[config.mk]
export PLATFORM = sky130hd
export DESIGN_NAME = keyboard_scancode_translator
export DESIGN_NICKNAME = d
export VERILOG_FILES = /design/src/hw/rtl/kst_pkg.sv /design/src/hw/rtl/kst_out_buf.sv /design/src/hw/rtl/keyboard_scancode_translator.sv
export SDC_FILE = /design/constraint.sdc
export NUM_CORES = 1
export LEC_CHECK = 0
export BUFFER_PORTS_ARGS = -buffer_cell sky130_fd_sc_hd__buf_2
export CORE_MARGIN = 5
export CORE_UTILIZATION = 50
export CTS_CLUSTER_DIAMETER = 100
export DETAILED_ROUTE_END_ITERATION = 7
export PLACE_DENSITY = 0.72
export SYNTH_ARGS = -nofsm -noshare
export SYNTH_HDL_FRONTEND = slang
export SYNTH_SLANG_ARGS = --single-unit
[constraint.sdc]
create_clock -name clk_i -period 14.2 [get_ports clk_i]
set_clock_uncertainty 0.2 [all_clocks]
set_input_delay 0.71 -clock clk_i [delete_from_list [all_inputs] [get_ports clk_i]]
set_output_delay 0.71 -clock clk_i [all_outputs]
set_load 0.01 [all_outputs]
[src/hw/rtl/kst_pkg.sv]
// Shared types, constants and scan-code tables of the keyboard scancode translator.
`timescale 1ns / 1ps

package kst_pkg;

  // Result kinds.
  typedef enum logic [2:0] {
    KIND_CHAR    = 3'd0,
    KIND_KB_BYTE = 3'd1,
    KIND_FOCUS   = 3'd2,
    KIND_RAISE   = 3'd3,
    KIND_BREAK   = 3'd4
  } kind_e;

  // One result item.
  typedef struct packed {
    kind_e      kind;
    logic [7:0] value;
    logic       last;
  } result_t;

  // Keyboard commands and replies.
  localparam logic [7:0] LED_CMD     = 8'hED;
  localparam logic [7:0] ACK_BYTE    = 8'hFA;
  localparam logic [7:0] RESEND_BYTE = 8'hFE;

  // Scan codes with a special meaning.
  localparam logic [7:0] SC_TAB        = 8'h0F;
  localparam logic [7:0] SC_LSHIFT     = 8'h2A;
  localparam logic [7:0] SC_RSHIFT     = 8'h36;
  localparam logic [7:0] SC_LSHIFT_REL = 8'hAA;
  localparam logic [7:0] SC_RSHIFT_REL = 8'hB6;
  localparam logic [7:0] SC_CAPS       = 8'h3A;
  localparam logic [7:0] SC_NUM        = 8'h45;
  localparam logic [7:0] SC_SCROLL     = 8'h46;
  localparam logic [7:0] SC_F1         = 8'h3B;
  localparam logic [7:0] SC_F11        = 8'h57;

  // Character range that gets case folding.
  localparam logic [7:0] CHAR_UPPER_A = 8'h41;
  localparam logic [7:0] CHAR_UPPER_Z = 8'h5A;
  localparam logic [7:0] CASE_OFFSET  = 8'h20;

  // Unshifted Japanese-layout map for codes below 0x80.
  function automatic logic [7:0] plain_char(input logic [6:0] code);
    logic [7:0] ch;
    case (code)
      7'h02: ch = 8'h31;
      7'h03: ch = 8'h32;
      7'h04: ch = 8'h33;
      7'h05: ch = 8'h34;
      7'h06: ch = 8'h35;
      7'h07: ch = 8'h36;
      7'h08: ch = 8'h37;
      7'h09: ch = 8'h38;
      7'h0A: ch = 8'h39;
      7'h0B: ch = 8'h30;
      7'h0C: ch = 8'h2D;
      7'h0D: ch = 8'h5E;
      7'h0E: ch = 8'h08;
      7'h10: ch = 8'h51;
      7'h11: ch = 8'h57;
      7'h12: ch = 8'h45;
      7'h13: ch = 8'h52;
      7'h14: ch = 8'h54;
      7'h15: ch = 8'h59;
      7'h16: ch = 8'h55;
      7'h17: ch = 8'h49;
      7'h18: ch = 8'h4F;
      7'h19: ch = 8'h50;
      7'h1A: ch = 8'h40;
      7'h1B: ch = 8'h5B;
      7'h1C: ch = 8'h0A;
      7'h1E: ch = 8'h41;
      7'h1F: ch = 8'h53;
      7'h20: ch = 8'h44;
      7'h21: ch = 8'h46;
      7'h22: ch = 8'h47;
      7'h23: ch = 8'h48;
      7'h24: ch = 8'h4A;
      7'h25: ch = 8'h4B;
      7'h26: ch = 8'h4C;
      7'h27: ch = 8'h3B;
      7'h28: ch = 8'h3A;
      7'h2B: ch = 8'h5D;
      7'h2C: ch = 8'h5A;
      7'h2D: ch = 8'h58;
      7'h2E: ch = 8'h43;
      7'h2F: ch = 8'h56;
      7'h30: ch = 8'h42;
      7'h31: ch = 8'h4E;
      7'h32: ch = 8'h4D;
      7'h33: ch = 8'h2C;
      7'h34: ch = 8'h2E;
      7'h35: ch = 8'h2F;
      7'h37: ch = 8'h2A;
      7'h39: ch = 8'h20;
      7'h47: ch = 8'h37;
      7'h48: ch = 8'h38;
      7'h49: ch = 8'h39;
      7'h4A: ch = 8'h2D;
      7'h4B: ch = 8'h34;
      7'h4C: ch = 8'h35;
      7'h4D: ch = 8'h36;
      7'h4E: ch = 8'h2B;
      7'h4F: ch = 8'h31;
      7'h50: ch = 8'h32;
      7'h51: ch = 8'h33;
      7'h52: ch = 8'h30;
      7'h53: ch = 8'h2E;
      7'h73: ch = 8'h5C;
      7'h7D: ch = 8'h5C;
      default: ch = 8'h00;
    endcase
    return ch;
  endfunction

  // Shifted map: differs from the unshifted map only on a few keys.
  function automatic logic [7:0] shifted_char(input logic [6:0] code);
    logic [7:0] ch;
    case (code)
      7'h02: ch = 8'h21;
      7'h03: ch = 8'h22;
      7'h04: ch = 8'h23;
      7'h05: ch = 8'h24;
      7'h06: ch = 8'h25;
      7'h07: ch = 8'h26;
      7'h08: ch = 8'h27;
      7'h09: ch = 8'h28;
      7'h0A: ch = 8'h29;
      7'h0B: ch = 8'h7E;
      7'h0C: ch = 8'h3D;
      7'h0D: ch = 8'h7E;
      7'h1A: ch = 8'h60;
      7'h1B: ch = 8'h7B;
      7'h27: ch = 8'h2B;
      7'h28: ch = 8'h2A;
      7'h2B: ch = 8'h7D;
      7'h33: ch = 8'h3C;
      7'h34: ch = 8'h3E;
      7'h35: ch = 8'h3F;
      7'h73: ch = 8'h5F;
      7'h7D: ch = 8'h7C;
      default: ch = plain_char(code);
    endcase
    return ch;
  endfunction

endpackage

[src/hw/rtl/kst_out_buf.sv]
// Two-entry result buffer that decouples the translator from the output channel.
`timescale 1ns / 1ps

module kst_out_buf
  import kst_pkg::*;
(
  input  logic       clk_i,
  input  logic       rst_ni,
  input  logic       push_i,
  input  logic [1:0] num_i,
  input  result_t    ent0_i,
  input  result_t    ent1_i,
  output logic [1:0] free_o,
  output logic       out_valid_o,
  input  logic       out_ready_i,
  output result_t    head_o
);

  logic [1:0] cnt_q, cnt_d;
  logic [1:0] cnt_after;
  result_t    slot0_q, slot0_d;
  result_t    slot1_q, slot1_d;
  logic       deq;

  assign out_valid_o = (cnt_q != 2'd0);
  assign head_o      = slot0_q;
  assign deq         = out_valid_o & out_ready_i;
  assign cnt_after   = cnt_q - {1'b0, deq};
  assign free_o      = 2'd2 - cnt_after;

  // Shift out the taken item, then append the new results behind what is left.
  // A push that carries no results leaves the slots untouched.
  always_comb begin
    slot0_d = deq ? slot1_q : slot0_q;
    slot1_d = slot1_q;
    cnt_d   = cnt_after;
    if (push_i && (num_i != 2'd0)) begin
      if (cnt_after == 2'd0) begin
        slot0_d = ent0_i;
        slot1_d = ent1_i;
      end else begin
        slot1_d = ent0_i;
      end
      cnt_d = cnt_after + num_i;
    end
  end

  always_ff @(posedge clk_i or negedge rst_ni) begin
    if (!rst_ni) begin
      cnt_q <= 2'd0;
    end else begin
      cnt_q <= cnt_d;
    end
  end

  always_ff @(posedge clk_i) begin
    slot0_q <= slot0_d;
    slot1_q <= slot1_d;
  end

  // The buffer never holds more than two items.
  a_cnt_range: assert property (@(posedge clk_i) disable iff (!rst_ni)
    cnt_q != 2'd3)
    else $error("result buffer count out of range");

  // New results are only pushed when they fit.
  a_push_fits: assert property (@(posedge clk_i) disable iff (!rst_ni)
    push_i |-> num_i <= free_o)
    else $error("result buffer overflow");

endmodule

[src/hw/rtl/keyboard_scancode_translator.sv]
// Top level of the keyboard scancode translator with its command queue memory.
//
//   Channel  Direction  Handshake                  Payload
//   in       input      in_valid_i / in_ready_o    action_i, scan_byte_i
//   out      output     out_valid_o / out_ready_i  kind_o, value_o, last_o
//   cfg      input      cfg_we_i                   cfg_wdata_i
//
// Input ready drops after each accept: the command memory has one write port and an item
// may push two bytes, one in the accept cycle and one in the next.
// The popped command byte comes from the registered memory read of the accept cycle.
// Results leave through a two-entry buffer, one per cycle when out_ready_i is high; a stalled output
// holds the item in the second stage and input ready stays low meanwhile.
// Reset clears all control state; the memory itself needs no clearing pass.
`timescale 1ns / 1ps

module keyboard_scancode_translator
  import kst_pkg::*;
#(
  parameter int CMD_QUEUE_DEPTH = 32
) (
  input  logic       clk_i,
  input  logic       rst_ni,
  input  logic       cfg_we_i,
  input  logic [2:0] cfg_wdata_i,
  input  logic       in_valid_i,
  output logic       in_ready_o,
  input  logic       action_i,
  input  logic [7:0] scan_byte_i,
  output logic       out_valid_o,
  input  logic       out_ready_i,
  output logic [2:0] kind_o,
  output logic [7:0] value_o,
  output logic       last_o
);

  localparam int HW = (CMD_QUEUE_DEPTH > 1) ? $clog2(CMD_QUEUE_DEPTH) : 1;
  localparam int CW = $clog2(CMD_QUEUE_DEPTH + 1);
  localparam int AW = CW + 1;
  localparam logic [CW-1:0] DEPTH_C = CW'(CMD_QUEUE_DEPTH);
  localparam logic [AW-1:0] DEPTH_A = AW'(CMD_QUEUE_DEPTH);
  localparam logic [HW-1:0] LAST_IDX = HW'(CMD_QUEUE_DEPTH - 1);

  // Architectural state.
  logic [2:0]    boot_q;
  logic [1:0]    shift_q, shift_d;
  logic [2:0]    led_q, led_d;
  logic          pend_valid_q, pend_valid_d;
  logic [7:0]    pend_byte_q;
  logic [HW-1:0] head_q, head_d;
  logic [CW-1:0] count_q, count_d;

  // Command queue memory.
  logic [7:0]    mem [CMD_QUEUE_DEPTH];
  logic [7:0]    rd_q;
  logic          wr_en;
  logic [HW-1:0] wr_addr;
  logic [7:0]    wr_data;
  logic          wr2_q;
  logic [HW-1:0] wr2_addr_q;
  logic [7:0]    wr2_data_q;

  // Second stage: results of the accepted item.
  logic       s1_valid_q;
  logic       s1_ev_q;
  kind_e      s1_ev_kind_q;
  logic [7:0] s1_ev_value_q;
  logic       s1_kb_q;
  logic       s1_kb_mem_q;
  logic       s1_pop_q;
  logic [7:0] s1_kb_value_q;

  // Combinational decode of the incoming item.
  logic          acc;
  logic          shift_any;
  logic [7:0]    ch;
  logic          ev;
  kind_e         ev_kind;
  logic [7:0]    ev_value;
  logic          push_req;
  logic          pend_after;
  logic          resend;
  logic          ok1, ok2, pop;
  logic [CW-1:0] count1, count2;
  logic [AW-1:0] sum1, sum2;
  logic [HW-1:0] addr1;
  logic [7:0]    push2_data;

  // Output side.
  logic [7:0] kb_value;
  logic [1:0] s1_num;
  logic [1:0] buf_free;
  logic       move;
  result_t    ev_ent, kb_ent, ent0;
  result_t    head;

  assign in_ready_o = !s1_valid_q;
  assign acc        = in_valid_i & in_ready_o;

  // Translate the byte, update lock and shift state, and plan queue traffic.
  always_comb begin
    shift_any = (shift_q != 2'b00);
    ch        = 8'h00;
    if (!scan_byte_i[7]) begin
      ch = shift_any ? shifted_char(scan_byte_i[6:0]) : plain_char(scan_byte_i[6:0]);
    end
    if (ch >= CHAR_UPPER_A && ch <= CHAR_UPPER_Z && led_q[2] == shift_any) begin
      ch = ch + CASE_OFFSET;
    end

    ev         = 1'b0;
    ev_kind    = KIND_CHAR;
    ev_value   = ch;
    shift_d    = shift_q;
    led_d      = led_q;
    push_req   = 1'b0;
    pend_after = pend_valid_q;
    resend     = 1'b0;

    if (action_i) begin
      led_d    = boot_q;
      push_req = 1'b1;
    end else begin
      ev = (ch != 8'h00);
      if (scan_byte_i == SC_TAB) begin
        ev       = 1'b1;
        ev_kind  = KIND_FOCUS;
        ev_value = 8'h00;
      end
      if (scan_byte_i == SC_F11) begin
        ev       = 1'b1;
        ev_kind  = KIND_RAISE;
        ev_value = 8'h00;
      end
      if (scan_byte_i == SC_F1 && shift_any) begin
        ev       = 1'b1;
        ev_kind  = KIND_BREAK;
        ev_value = 8'h00;
      end
      unique case (scan_byte_i)
        SC_LSHIFT:     shift_d = shift_q | 2'b01;
        SC_RSHIFT:     shift_d = shift_q | 2'b10;
        SC_LSHIFT_REL: shift_d = shift_q & 2'b10;
        SC_RSHIFT_REL: shift_d = shift_q & 2'b01;
        SC_CAPS: begin
          led_d    = led_q ^ 3'b100;
          push_req = 1'b1;
        end
        SC_NUM: begin
          led_d    = led_q ^ 3'b010;
          push_req = 1'b1;
        end
        SC_SCROLL: begin
          led_d    = led_q ^ 3'b001;
          push_req = 1'b1;
        end
        ACK_BYTE:    pend_after = 1'b0;
        RESEND_BYTE: resend     = pend_valid_q;
        default: ;
      endcase
    end

    // Up to two pushes; each is dropped when the queue is full.
    ok1    = push_req && (count_q < DEPTH_C);
    count1 = count_q + CW'(ok1);
    ok2    = push_req && (count1 < DEPTH_C);
    count2 = count1 + CW'(ok2);

    sum1 = AW'(head_q) + AW'(count_q);
    if (sum1 >= DEPTH_A) begin
      sum1 = sum1 - DEPTH_A;
    end
    sum2 = AW'(head_q) + AW'(count1);
    if (sum2 >= DEPTH_A) begin
      sum2 = sum2 - DEPTH_A;
    end
    addr1      = sum1[HW-1:0];
    push2_data = {5'b00000, led_d};

    // Send the next queued byte when nothing awaits an ack.
    pop          = !pend_after && (count2 != '0);
    count_d      = count2 - CW'(pop);
    head_d       = pop ? ((head_q == LAST_IDX) ? '0 : head_q + 1'b1) : head_q;
    pend_valid_d = pend_after | pop;
  end

  // Single memory write port: first push at accept, second push in the cycle after.
  assign wr_en   = (acc & ok1) | wr2_q;
  assign wr_addr = wr2_q ? wr2_addr_q : addr1;
  assign wr_data = wr2_q ? wr2_data_q : LED_CMD;

  always_ff @(posedge clk_i) begin
    if (wr_en) begin
      mem[wr_addr] <= wr_data;
    end
    if (acc) begin
      rd_q <= mem[head_q];
    end
  end

  // Control and architectural state registers.
  always_ff @(posedge clk_i or negedge rst_ni) begin
    if (!rst_ni) begin
      boot_q       <= 3'b000;
      shift_q      <= 2'b00;
      led_q        <= 3'b000;
      pend_valid_q <= 1'b0;
      pend_byte_q  <= 8'h00;
      head_q       <= '0;
      count_q      <= '0;
      wr2_q        <= 1'b0;
      s1_valid_q   <= 1'b0;
    end else begin
      if (cfg_we_i) begin
        boot_q <= cfg_wdata_i;
      end
      wr2_q <= acc & ok2;
      if (acc) begin
        shift_q      <= shift_d;
        led_q        <= led_d;
        pend_valid_q <= pend_valid_d;
        head_q       <= head_d;
        count_q      <= count_d;
        s1_valid_q   <= 1'b1;
      end else if (move) begin
        s1_valid_q <= 1'b0;
      end
      // The popped byte becomes the byte awaiting an ack.
      if (s1_valid_q && s1_pop_q) begin
        pend_byte_q <= kb_value;
      end
    end
  end

  // Second stage payload.
  always_ff @(posedge clk_i) begin
    if (acc) begin
      wr2_addr_q    <= sum2[HW-1:0];
      wr2_data_q    <= push2_data;
      s1_ev_q       <= ev;
      s1_ev_kind_q  <= ev_kind;
      s1_ev_value_q <= ev_value;
      s1_kb_q       <= resend | pop;
      s1_kb_mem_q   <= pop && (count_q != '0);
      s1_pop_q      <= pop;
      s1_kb_value_q <= resend ? pend_byte_q : LED_CMD;
    end
  end

  // Assemble the item's results and hand them to the output buffer.
  assign kb_value = s1_kb_mem_q ? rd_q : s1_kb_value_q;
  assign s1_num   = {1'b0, s1_ev_q} + {1'b0, s1_kb_q};
  assign move     = s1_valid_q && (s1_num <= buf_free);

  always_comb begin
    ev_ent.kind  = s1_ev_kind_q;
    ev_ent.value = s1_ev_value_q;
    ev_ent.last  = !s1_kb_q;
    kb_ent.kind  = KIND_KB_BYTE;
    kb_ent.value = kb_value;
    kb_ent.last  = 1'b1;
    ent0         = s1_ev_q ? ev_ent : kb_ent;
  end

  kst_out_buf u_out_buf (
    .clk_i       (clk_i),
    .rst_ni      (rst_ni),
    .push_i      (move),
    .num_i       (s1_num),
    .ent0_i      (ent0),
    .ent1_i      (kb_ent),
    .free_o      (buf_free),
    .out_valid_o (out_valid_o),
    .out_ready_i (out_ready_i),
    .head_o      (head)
  );

  assign kind_o  = head.kind;
  assign value_o = head.value;
  assign last_o  = head.last;

  // The queue fill never exceeds its depth.
  a_count_range: assert property (@(posedge clk_i) disable iff (!rst_ni)
    count_q <= DEPTH_C)
    else $error("command queue count exceeds depth");

  // An item is never accepted in the cycle after another one.
  a_two_cycles: assert property (@(posedge clk_i) disable iff (!rst_ni)
    acc |=> !in_ready_o)
    else $error("item accepted while second push in progress");

  // The second push never collides with a first push on the write port.
  a_wr_port: assert property (@(posedge clk_i) disable iff (!rst_ni)
    wr2_q |-> !acc)
    else $error("command memory write port conflict");

  // A popped byte always leaves a byte awaiting an ack.
  a_pop_pending: assert property (@(posedge clk_i) disable iff (!rst_ni)
    (s1_valid_q && s1_pop_q) |-> pend_valid_q)
    else $error("popped byte without pending state");

endmodule

==> results.sh, run 1 <==
export IMPL_status="complete, no violations"
export IMPL_grt_max_degree=51
export IMPL_pre_cts_ws_ns=7.842
export IMPL_fmax_mhz=169.1
export IMPL_fin_ws_ns=8.285
export IMPL_grt_setup_unrepaired="no"
export IMPL_ant_nets=0
export IMPL_syn_area_um2=11550
export IMPL_area_delta_synth_final_pct=8.166
export IMPL_relSlewSlack_pct=20.25
export IMPL_grt_pass1_wl_um=39460
export IMPL_die_h_um=162.0
export IMPL_ctsResizeCount=0
export IMPL_ys_seq_area_share_pct=54.49
export IMPL_netlist_instances=927
export IMPL_grt_usage_pct=18.57
export IMPL_cp_end_kind="register"
export IMPL_drv_slew=0
export IMPL_synth_enable_flop_cells=175
export IMPL_cp_max_fo=16
export IMPL_synth_main_ff_cell="edfxtp_1"
export IMPL_nets=979
export IMPL_rows=55
export IMPL_critical_path_class="in -> reg"
export IMPL_grt_ovfl_total=0
export IMPL_ys_types=89
export IMPL_antenna_cells=0
export IMPL_finalSetupTns_ns=0
export IMPL_cts_buffers=21
export IMPL_maxCapViolations=0
export IMPL_met2_usage_pct=29.60
export IMPL_required_ns=14.35
export IMPL_p_per_area_nw_per_um2=175.2
export IMPL_routed_wl_um=24270
export IMPL_hpwl_um=16320
export IMPL_clock_latency_ns=0.50
export IMPL_holdBufCountCts=0
export IMPL_clk_path_buf_depth=3
export IMPL_synth_area_top_cells="edfxtp_1 45%, mux4_2 8.4%, dfrtp_1 6.9%"
export IMPL_crit_arrival_ns=6.06
export IMPL_holdWs_ns=0.08189
export IMPL_finalHoldViolCount=0
export IMPL_use_met1_pct=27.77
export IMPL_syn_nets=981
export IMPL_setup_viol=0
export IMPL_antenna_found_initial=0
export IMPL_drt_first_pass_iters=5
export IMPL_n_fill_cell=1812
export IMPL_leakagePower_nw=4.402
export IMPL_first_iter_violations=758
export IMPL_cts_tree="built"
export IMPL_period_minus_slack_ns=5.915
export IMPL_synth_top_area_share_pct=45.48
export IMPL_h_tree_depth=1
export IMPL_post_route_period_util_pct=41.65
export IMPL_die_w_um=162.0
export IMPL_clkTransAtPathRegs_ns=0.06
export IMPL_vias=7498
export IMPL_cts_root_buf="clkbuf_16"
export IMPL_hp_class="in -> async"
export IMPL_post_cts_setup_buffer_count=0
export IMPL_max_vdd_ir_drop_mv=0.1014
export IMPL_ys_seq_elements=219
export IMPL_synth_warnings=0
export IMPL_syn_avg_cell_area_um2=12.46
export IMPL_synth_top_area_cell="edfxtp_1"
export IMPL_top_usage_layer="met2"
export IMPL_grt_pass1_vias=7220
export IMPL_drc=0
export IMPL_wl_per_cell_um=19.81
export IMPL_worstMarginPinSlew_ns=1.196
export IMPL_io_pins=31
export IMPL_dieArea_um2=26250
export IMPL_numClockSinks=219
export IMPL_via_per_inst=6.121
export IMPL_start_util_pct=50.88
export IMPL_final_common_cell="edfxtp_1"
export IMPL_finalWeightedCongestion=0.9306
export IMPL_final_layout_size_suffix_gt1_share_pct=16.49
export IMPL_synth_async_reset_ratio_pct=14.61
export IMPL_startpoint_type="input pin"
export IMPL_grtUsageMet3_pct=2.106
export IMPL_port_buffers=30
export IMPL_layout_common_cells="175 x edfxtp_1, 76 x nor2_1, 73 x nand2_1"
export IMPL_core_area_um2=22710
-- critical path: stages --
cell and delay [ns]:
buf_2 0.16, inv_1 0.17, ha_1 0.55, nand2_1 0.20
nor3_1 0.29, or3_1 0.19, nor2b_1 0.19, ha_1 0.18
and3_1 0.27, nand3_1 0.12, xor2_1 0.18, and2_1 0.15
ha_1 0.17, nand3_1 0.20, o31ai_1 0.30, a21oi_1 0.11
xnor2_1 0.30, o21ai_0 0.17, inv_1 0.12, ha_1 0.21
ha_1 0.24, or3b_2 0.45, o22ai_1 0.19, xor2_1 0.15
o21ai_0 0.08
-- kinds of logic after synthesis --
family                     synth area share, %
and+or+nand+nor                          13.06
DFF                                      54.49
AOI/OAI and AO/OA                        10.46
muxes                                    12.50
buffers and inverters                    3.303
adders and majority gates                4.137
xor gates and xnor gates                 2.047
-- through the flow --
stage,total power [mW],utilization (%),area [µm²],instances
after CTS,2.205,55.03,12500,1225
after global routing,2.333,55.03,12500,1225
after global placement,1.642,52.05,11820,1187
after detailed placement,1.656,52.05,11820,1187
final,2.190,55.03,12500,1225
after floorplan,1.466,-,11550,927
-- per-layer routing --
layer	share of wire, %	vias up
li1	-	3504
met1	45	3685
met2	48	263
met3	5.8	46
met4	2.0	0
met5	0	-
-- sequential cells by signal, indices dropped and copies added, names as in the netlist, 4 cells and up --
name	flops
s1_kb_value_q	8
mem	128
u_out_buf.slot1_q	12
count_q	6
s1_ev_value_q	8
wr2_addr_q	5
pend_byte_q	8
u_out_buf.head_o	12
rd_q	4
head_q	5
-- final timing paths --
| check | startpoint | to | slack [ns] | cells past startpoint |
|---|---|---|---|---|
| max | scan_byte_i[0] | count_q[4] | 8.29 | 25 |
| min reg2reg | pend_byte_q[4] | pend_byte_q[4] | 0.28 | 2 |
| min in group clk_i | cfg_wdata_i[2] | boot_q[2] | 0.25 | 2 |
| min | rst_ni | head_q[2] | 0.08 | 1 |
| max reg2reg | count_q[5] | count_q[4] | 9.62 | 19 |
| max in group asynchronous | rst_ni | head_q[0] | 13.18 | 1 |
-- where the power goes --
group	leakage [nW]	switching (mW)	internal (mW)	total, mW
combinational	2.03	0.420	0.304	0.724
clock	0.325	0.229	0.320	0.550
sequential	2.05	0.0659	0.851	0.917
-- area by class of cell --
type	count	area, µm²	area share [%]
Timing Repair Buffer	34	180.2	1.442
Multi-Input combinational cell	621	4881	39.06
Clock inverter	10	105.1	0.8410
Clock buffer	28	571.8	4.575
Inverter	28	105.1	0.8410
Tap cell	285	356.6	2.853
Sequential cell	219	6297	50.39
-- cell usage after synthesis (9+ instances only) --
library cell	n
edfxtp_1	175
nor2_1	76
nand2_1	73
a21oi_1	49
mux4_2	43
o21ai_0	41
ha_1	35
clkbuf_1	34
dfrtp_1	32
nand2b_1	29
inv_1	25
mux2i_1	25
nand3_1	19
mux2_2	18
xnor2_1	15
and2_1	12
dfxtp_1	12
o211ai_1	12
xor2_1	12
buf_2	10
nor2b_1	9
nor3_1	9
or2_2	9
(Power assumes the default switching activity.)
==> run 2: changes to the inputs <==
==> constraint.sdc (replaced) <==
create_clock -name clk_i -period 5.59 [get_ports clk_i]
set_clock_uncertainty 0.2 [all_clocks]
set_input_delay 0.2795 -clock clk_i [delete_from_list [all_inputs] [get_ports clk_i]]
set_output_delay 0.2795 -clock clk_i [all_outputs]
set_load 0.01 [all_outputs]
==> run 2 against run 1 <==
- cell count rose by 2.4%
- core utilization increased by 1.5 points
- setup slack worse by 7.5 ns
- register-to-register slack got worse by 8.5 ns
- routed wire length up 4.9%
- combinational power rose to 2.6 times the previous value
- critical endpoint unchanged
==> results.sh, run 2 (synthesized netlist as in run 1, its figures left out) <==
export IMPL_cts_buffers=23
export IMPL_relSlewSlack_pct=17.58
export IMPL_top_register="mem"
export IMPL_crit_arrival_ns=5.01
export IMPL_setup_viol=0
export IMPL_status="complete, no violations"
export IMPL_grt_pass1_vias=7340
export IMPL_drt_first_pass_iters=5
export IMPL_vias=7595
export IMPL_critical_path_class="in -> reg"
export IMPL_post_route_period_util_pct=86.76
export IMPL_maxCapViolations=0
export IMPL_clkTransAtPathRegs_ns=0.06
export IMPL_drc=0
export IMPL_finalSetupTns_ns=0
export IMPL_wl_per_cell_um=20.29
export IMPL_clock_latency_ns=0.50
export IMPL_finalHoldViolCount=0
export IMPL_cp_slowest_cell="or2_2"
export IMPL_antenna_cells=0
export IMPL_grt_max_degree=49
export IMPL_layout_common_cells="175 x edfxtp_1, 76 x nor2_1, 73 x nand2_1"
export IMPL_cp_end_kind="register"
export IMPL_ctsResizeCount=0
export IMPL_final_layout_size_suffix_gt1_share_pct=18.58
export IMPL_r2r_start="count_q[5]"
export IMPL_endpoint="count_q[4]"
export IMPL_worstMarginPinSlew_ns=1.236
export IMPL_rows=55
export IMPL_io_pins=31
export IMPL_holdBufCountCts=7
export IMPL_path_common_cell="ha_1"
export IMPL_critPathTopFamily="simple AND/OR/NAND/NOR gates"
export IMPL_core_area_um2=22710
export IMPL_grt_usage_pct=19.44
export IMPL_port_buffers=30
export IMPL_leakagePower_nw=4.579
export IMPL_cts_root_buf="clkbuf_16"
export IMPL_grt_ovfl_total=0
export IMPL_hpwl_um=16980
export IMPL_r2r_slack_ns=1.10
export IMPL_finalWeightedCongestion=0.9815
export IMPL_pre_cts_ws_ns=0.2692
export IMPL_ant_nets=0
export IMPL_die_w_um=162.0
export IMPL_n_fill_cell=1816
export IMPL_path_depth=26
export IMPL_dieArea_um2=26250
export IMPL_clk_path_buf_depth=3
export IMPL_cts_tree="built"
export IMPL_via_per_inst=6.057
export IMPL_cp_max_fo=6
export IMPL_period_minus_slack_ns=4.850
export IMPL_required_ns=5.75
export IMPL_max_stage_delay_ns=0.31
export IMPL_final_common_cell="edfxtp_1"
export IMPL_fin_ws_ns=0.7400
export IMPL_p_per_area_nw_per_um2=451.8
export IMPL_setup_worst_path_start="scan_byte_i[0]"
export IMPL_first_iter_violations=887
export IMPL_path_buf_inv=3
export IMPL_die_h_um=162.0
export IMPL_numClockSinks=219
export IMPL_r2r_end="count_q[4]"
export IMPL_grt_setup_unrepaired="no"
export IMPL_hp_class="in -> reg"
export IMPL_largest_reg_flops=128
export IMPL_antenna_found_initial=0
export IMPL_fmax_mhz=206.2
export IMPL_max_vdd_ir_drop_mv=0.2544
export IMPL_h_tree_depth=1
export IMPL_post_cts_setup_buffer_count=0
export IMPL_holdPathStages=3
export IMPL_routed_wl_um=25450
export IMPL_start_util_pct=50.88
export IMPL_rr_worst_depth=20
export IMPL_grt_pass1_wl_um=41040
export IMPL_area_delta_synth_final_pct=11.04
export IMPL_startpoint_type="input pin"
export IMPL_drv_slew=0
export IMPL_nets=1006
[run 2: changes by cell type in the layout (fill, tap and decap cells not counted), moves of 3 or more]
cell,delta
dlygate4sd3_1,+7
clkbuf_16,+3
clkbuf_1,-4
buf_4,+18
[run 2: layout make-up]
type,count,area (µm²),share of cell area (%)
clock buffer,27,631.9,4.925
clock inverter,15,171.4,1.336
inverter,28,105.1,0.8193
multi-input combinational,621,4881,38.05
sequential,219,6297,49.09
tap,285,356.6,2.780
timing repair buffer,59,385.4,3.004
[run 2: stage by stage]
stage	instances	total power [mW]	utilization [%]	hold WS [ns]	cell area, µm²
CTS	1254	5.834	56.49	0.04847	12830
finish	1254	5.795	56.49	0.07144	12830
global placement	1205	4.199	52.64	0.2025	11960
detailed placement	1205	4.233	52.64	0.2120	11960
floorplan	927	3.723	-	-0.2161	11550
global route	1254	6.161	56.49	0.09113	12830
[run 2: worst min-delay path by stage]
stage              from            endpoint
3_3_place_gp     rst_ni  u_out_buf.cnt_q[1]
6_report       action_i               wr2_q
5_1_grt        action_i               wr2_q
4_1_cts        action_i               wr2_q
3_5_place_dp     rst_ni  u_out_buf.cnt_q[1]
2_1_floorplan    rst_ni           boot_q[0]
[run 2: worst min-delay path, delay by kind of cell]
family	cells	cell delay, ns
simple gates	2	0.32
buf+inv	1	0.12
[run 2: layer usage]
layer	track usage [%]	part of all wire, %	vias up	wire [µm]
li1	-	-	3564	-
met1	29.17	45	3699	11360
met2	30.23	47	294	11890
met3	2.918	6.6	38	1687
met4	4.614	2.0	0	511
met5	0	0	-	0
[run 2: power by group]
part	internal, mW	switching [mW]	leakage, nW
clock network	0.955	0.633	0.384
logic	0.796	1.07	2.15
registers	2.16	0.175	2.05
==> run 3: changes to the inputs <==
--- a/config.mk
+++ b/config.mk
@@ -5,12 +5,13 @@
 export SDC_FILE = /design/constraint.sdc
 export NUM_CORES = 1
 export LEC_CHECK = 0
-export BUFFER_PORTS_ARGS = -buffer_cell sky130_fd_sc_hd__buf_2
 export CORE_MARGIN = 5
 export CORE_UTILIZATION = 50
 export CTS_CLUSTER_DIAMETER = 100
 export DETAILED_ROUTE_END_ITERATION = 7
-export PLACE_DENSITY = 0.72
+export DONT_BUFFER_PORTS = 1
+export GPL_ROUTABILITY_DRIVEN = 0
+export PLACE_DENSITY = 0.71
 export SYNTH_ARGS = -nofsm -noshare
 export SYNTH_HDL_FRONTEND = slang
 export SYNTH_SLANG_ARGS = --single-unit
==> run 3 against run 2 <==
- power is 0.65% lower
- routed wire length decreased by 2.9%
- first-iteration DRC count decreased by 32%
- maximum frequency is 5.7% lower
- core utilization shrank 0.82 points
==> results.sh, run 3 (synthesized netlist as in run 1, its figures left out) <==
export IMPL_die_w_um=162.0
export IMPL_status="complete, no violations"
export IMPL_rows=55
export IMPL_grt_setup_unrepaired="no"
export IMPL_max_stage_delay_ns=0.77
export IMPL_clk_path_buf_depth=3
export IMPL_rr_worst_depth=19
export IMPL_via_per_inst=6.114
export IMPL_largest_reg_flops=128
export IMPL_antenna_cells=0
export IMPL_setup_viol=0
export IMPL_final_common_cell="edfxtp_1"
export IMPL_drt_first_pass_iters=5
export IMPL_path_common_cell="ha_1"
export IMPL_antenna_found_initial=0
export IMPL_min_to="s1_ev_value_q[1]"
export IMPL_critical_path_class="in -> reg"
export IMPL_pwr_share_seq_pct=41.2
export IMPL_die_h_um=162.0
export IMPL_grt_pass1_wl_um=40260
export IMPL_routed_wl_um=24710
export IMPL_wl_per_cell_um=20.37
export IMPL_finalHoldViolCount=0
export IMPL_r2r_end="count_q[4]"
export IMPL_numClockSinks=219
export IMPL_cp_max_fo=18
export IMPL_post_place_cells=1161
export IMPL_start_util_pct=50.88
export IMPL_grt_usage_pct=18.92
export IMPL_clkPwrFrac_pct=27.9
export IMPL_port_buffers=0
export IMPL_period_minus_slack_ns=5.143
export IMPL_first_iter_violations=607
export IMPL_grt_ovfl_total=0
export IMPL_instances_no_fill=1213
export IMPL_p_total_mw=5.758
export IMPL_clock_latency_ns=0.49
export IMPL_fin_ws_ns=0.4474
export IMPL_combPwrFrac_pct=30.9
export IMPL_switching_power_mw=1.842
export IMPL_p_per_area_nw_per_um2=455.4
export IMPL_top_register="mem"
export IMPL_cts_tree="built"
export IMPL_finalSetupTns_ns=0
export IMPL_area_delta_synth_final_pct=9.433
export IMPL_final_util_pct=55.67
export IMPL_h_tree_depth=1
export IMPL_cts_buffers=22
export IMPL_io_pins=31
export IMPL_startpoint_type="input pin"
export IMPL_holdPathStages=2
export IMPL_cp_slowest_cell="dlygate4sd3_1"
export IMPL_drv_slew=0
export IMPL_vias=7416
export IMPL_final_layout_size_suffix_gt1_share_pct=14.76
export IMPL_crit_arrival_ns=5.29
export IMPL_switching_share_pct=31.99
export IMPL_grt_pass1_vias=7215
export IMPL_leakagePower_nw=4.432
export IMPL_ant_nets=0
export IMPL_pre_cts_ws_ns=0.09598
export IMPL_hp_class="in -> reg"
export IMPL_worstMarginPinSlew_ns=1.254
export IMPL_p_int_mw=3.916
export IMPL_nets=966
export IMPL_path_cells="dlygate4sd3_1 > or3_1 > nor2b_1 > ha_1 > and3_1 > nand3_1 > xor2_1 > and2_1 > ha_1 > nand3_1 > o31ai_1 > a21oi_1 > xnor2_2 > o21ai_0 > inv_1 > ha_1 > ha_1 > or3b_2 > o22ai_1 > xor2_1 > o21ai_0"
export IMPL_grt_max_degree=51
export IMPL_fmax_mhz=194.5
export IMPL_dieArea_um2=26250
export IMPL_cp_end_kind="register"
export IMPL_hpwl_um=16370
export IMPL_required_ns=5.74
export IMPL_r2r_start="count_q[5]"
export IMPL_post_route_period_util_pct=92.00
export IMPL_drc=0
export IMPL_maxCapViolations=0
export IMPL_core_area_um2=22710
export IMPL_relSlewSlack_pct=16.40
export IMPL_max_vdd_ir_drop_mv=0.2449
export IMPL_clkTransAtPathRegs_ns=0.06
export IMPL_layout_common_cells="175 x edfxtp_1, 76 x nor2_1, 73 x nand2_1"
export IMPL_cts_root_buf="clkbuf_16"
export IMPL_worstHoldStart="scan_byte_i[7]"
export IMPL_r2r_slack_ns=1.01
## run 3: cell types whose count changed in the layout (fill, tap and decap cells not counted), sizes merged
cell | previous run | this run
clkinvlp | 3 | 2
buf | 52 | 9
clkinv | 8 | 7
bufinv | 3 | 5
clkbuf | 27 | 25
dlygate4sd3 | 7 | 11
## run 3: worst max path at each step
stage	startpoint	to	slack (ns)	cells past startpoint
6_report	action_i	count_q[4]	0.45	21
5_1_grt	action_i	count_q[4]	0.01	21
4_1_cts	action_i	count_q[4]	0.44	21
3_5_place_dp	scan_byte_i[0]	count_q[4]	0.1	24
3_3_place_gp	scan_byte_i[0]	count_q[4]	0.26	24
2_1_floorplan	scan_byte_i[0]	count_q[4]	0.35	26
## run 3: critical path, delay by kind of cell
kind            cells  cell delay [ns]
compound gates      5             0.85
xor+xnor            3             0.55
fa+ha+maj           4             0.86
buf+inv             2             0.90
simple gates        7             1.85
## run 3: layout make-up
class,count,area (µm²)
Clock buffer,25,593.1
Clock inverter,15,212.7
Fill cell,1792,10070
Inverter,28,105.1
Multi-Input combinational cell,621,4888
Sequential cell,219,6297
Tap cell,285,356.6
Timing Repair Buffer,20,190.2
## run 3: layer usage
metal | wire length [µm] | up-vias | GRT usage (%) | part of all wire, %
met4 | 592 | 0 | 4.729 | 2.4
met1 | 11050 | 3582 | 28.62 | 45
met3 | 1611 | 50 | 2.258 | 6.5
met5 | 0 | - | 0 | 0
li1 | - | 3484 | - | -
met2 | 11460 | 300 | 29.45 | 46
## run 3: through the flow
stage          instance area [µm²]  hold slack (ns)
2_1_floorplan                11550          -0.2161
3_3_place_gp                 11700          -0.2148
3_5_place_dp                 11700          -0.2150
4_1_cts                      12640          0.01375
5_1_grt                      12640          0.04971
6_report                     12640          0.01306
## run 3: timing repair
action / CTS / global route
resized for setup: 0 / 1
endpoints found under the setup margin: 0 / 1
setup buffers: 0 / 0
hold buffers: 12 / 0
endpoints found under the hold margin: 56 / 0
## run 3: power groups by stage
stage	clock network (mW)	logic, mW	registers (mW)
6_report	1.61	1.78	2.37
5_1_grt	1.71	1.99	2.40
4_1_cts	1.63	1.79	2.37
3_5_place_dp	0	1.75	2.40
3_3_place_gp	0	1.72	2.40
2_1_floorplan	0	1.40	2.32
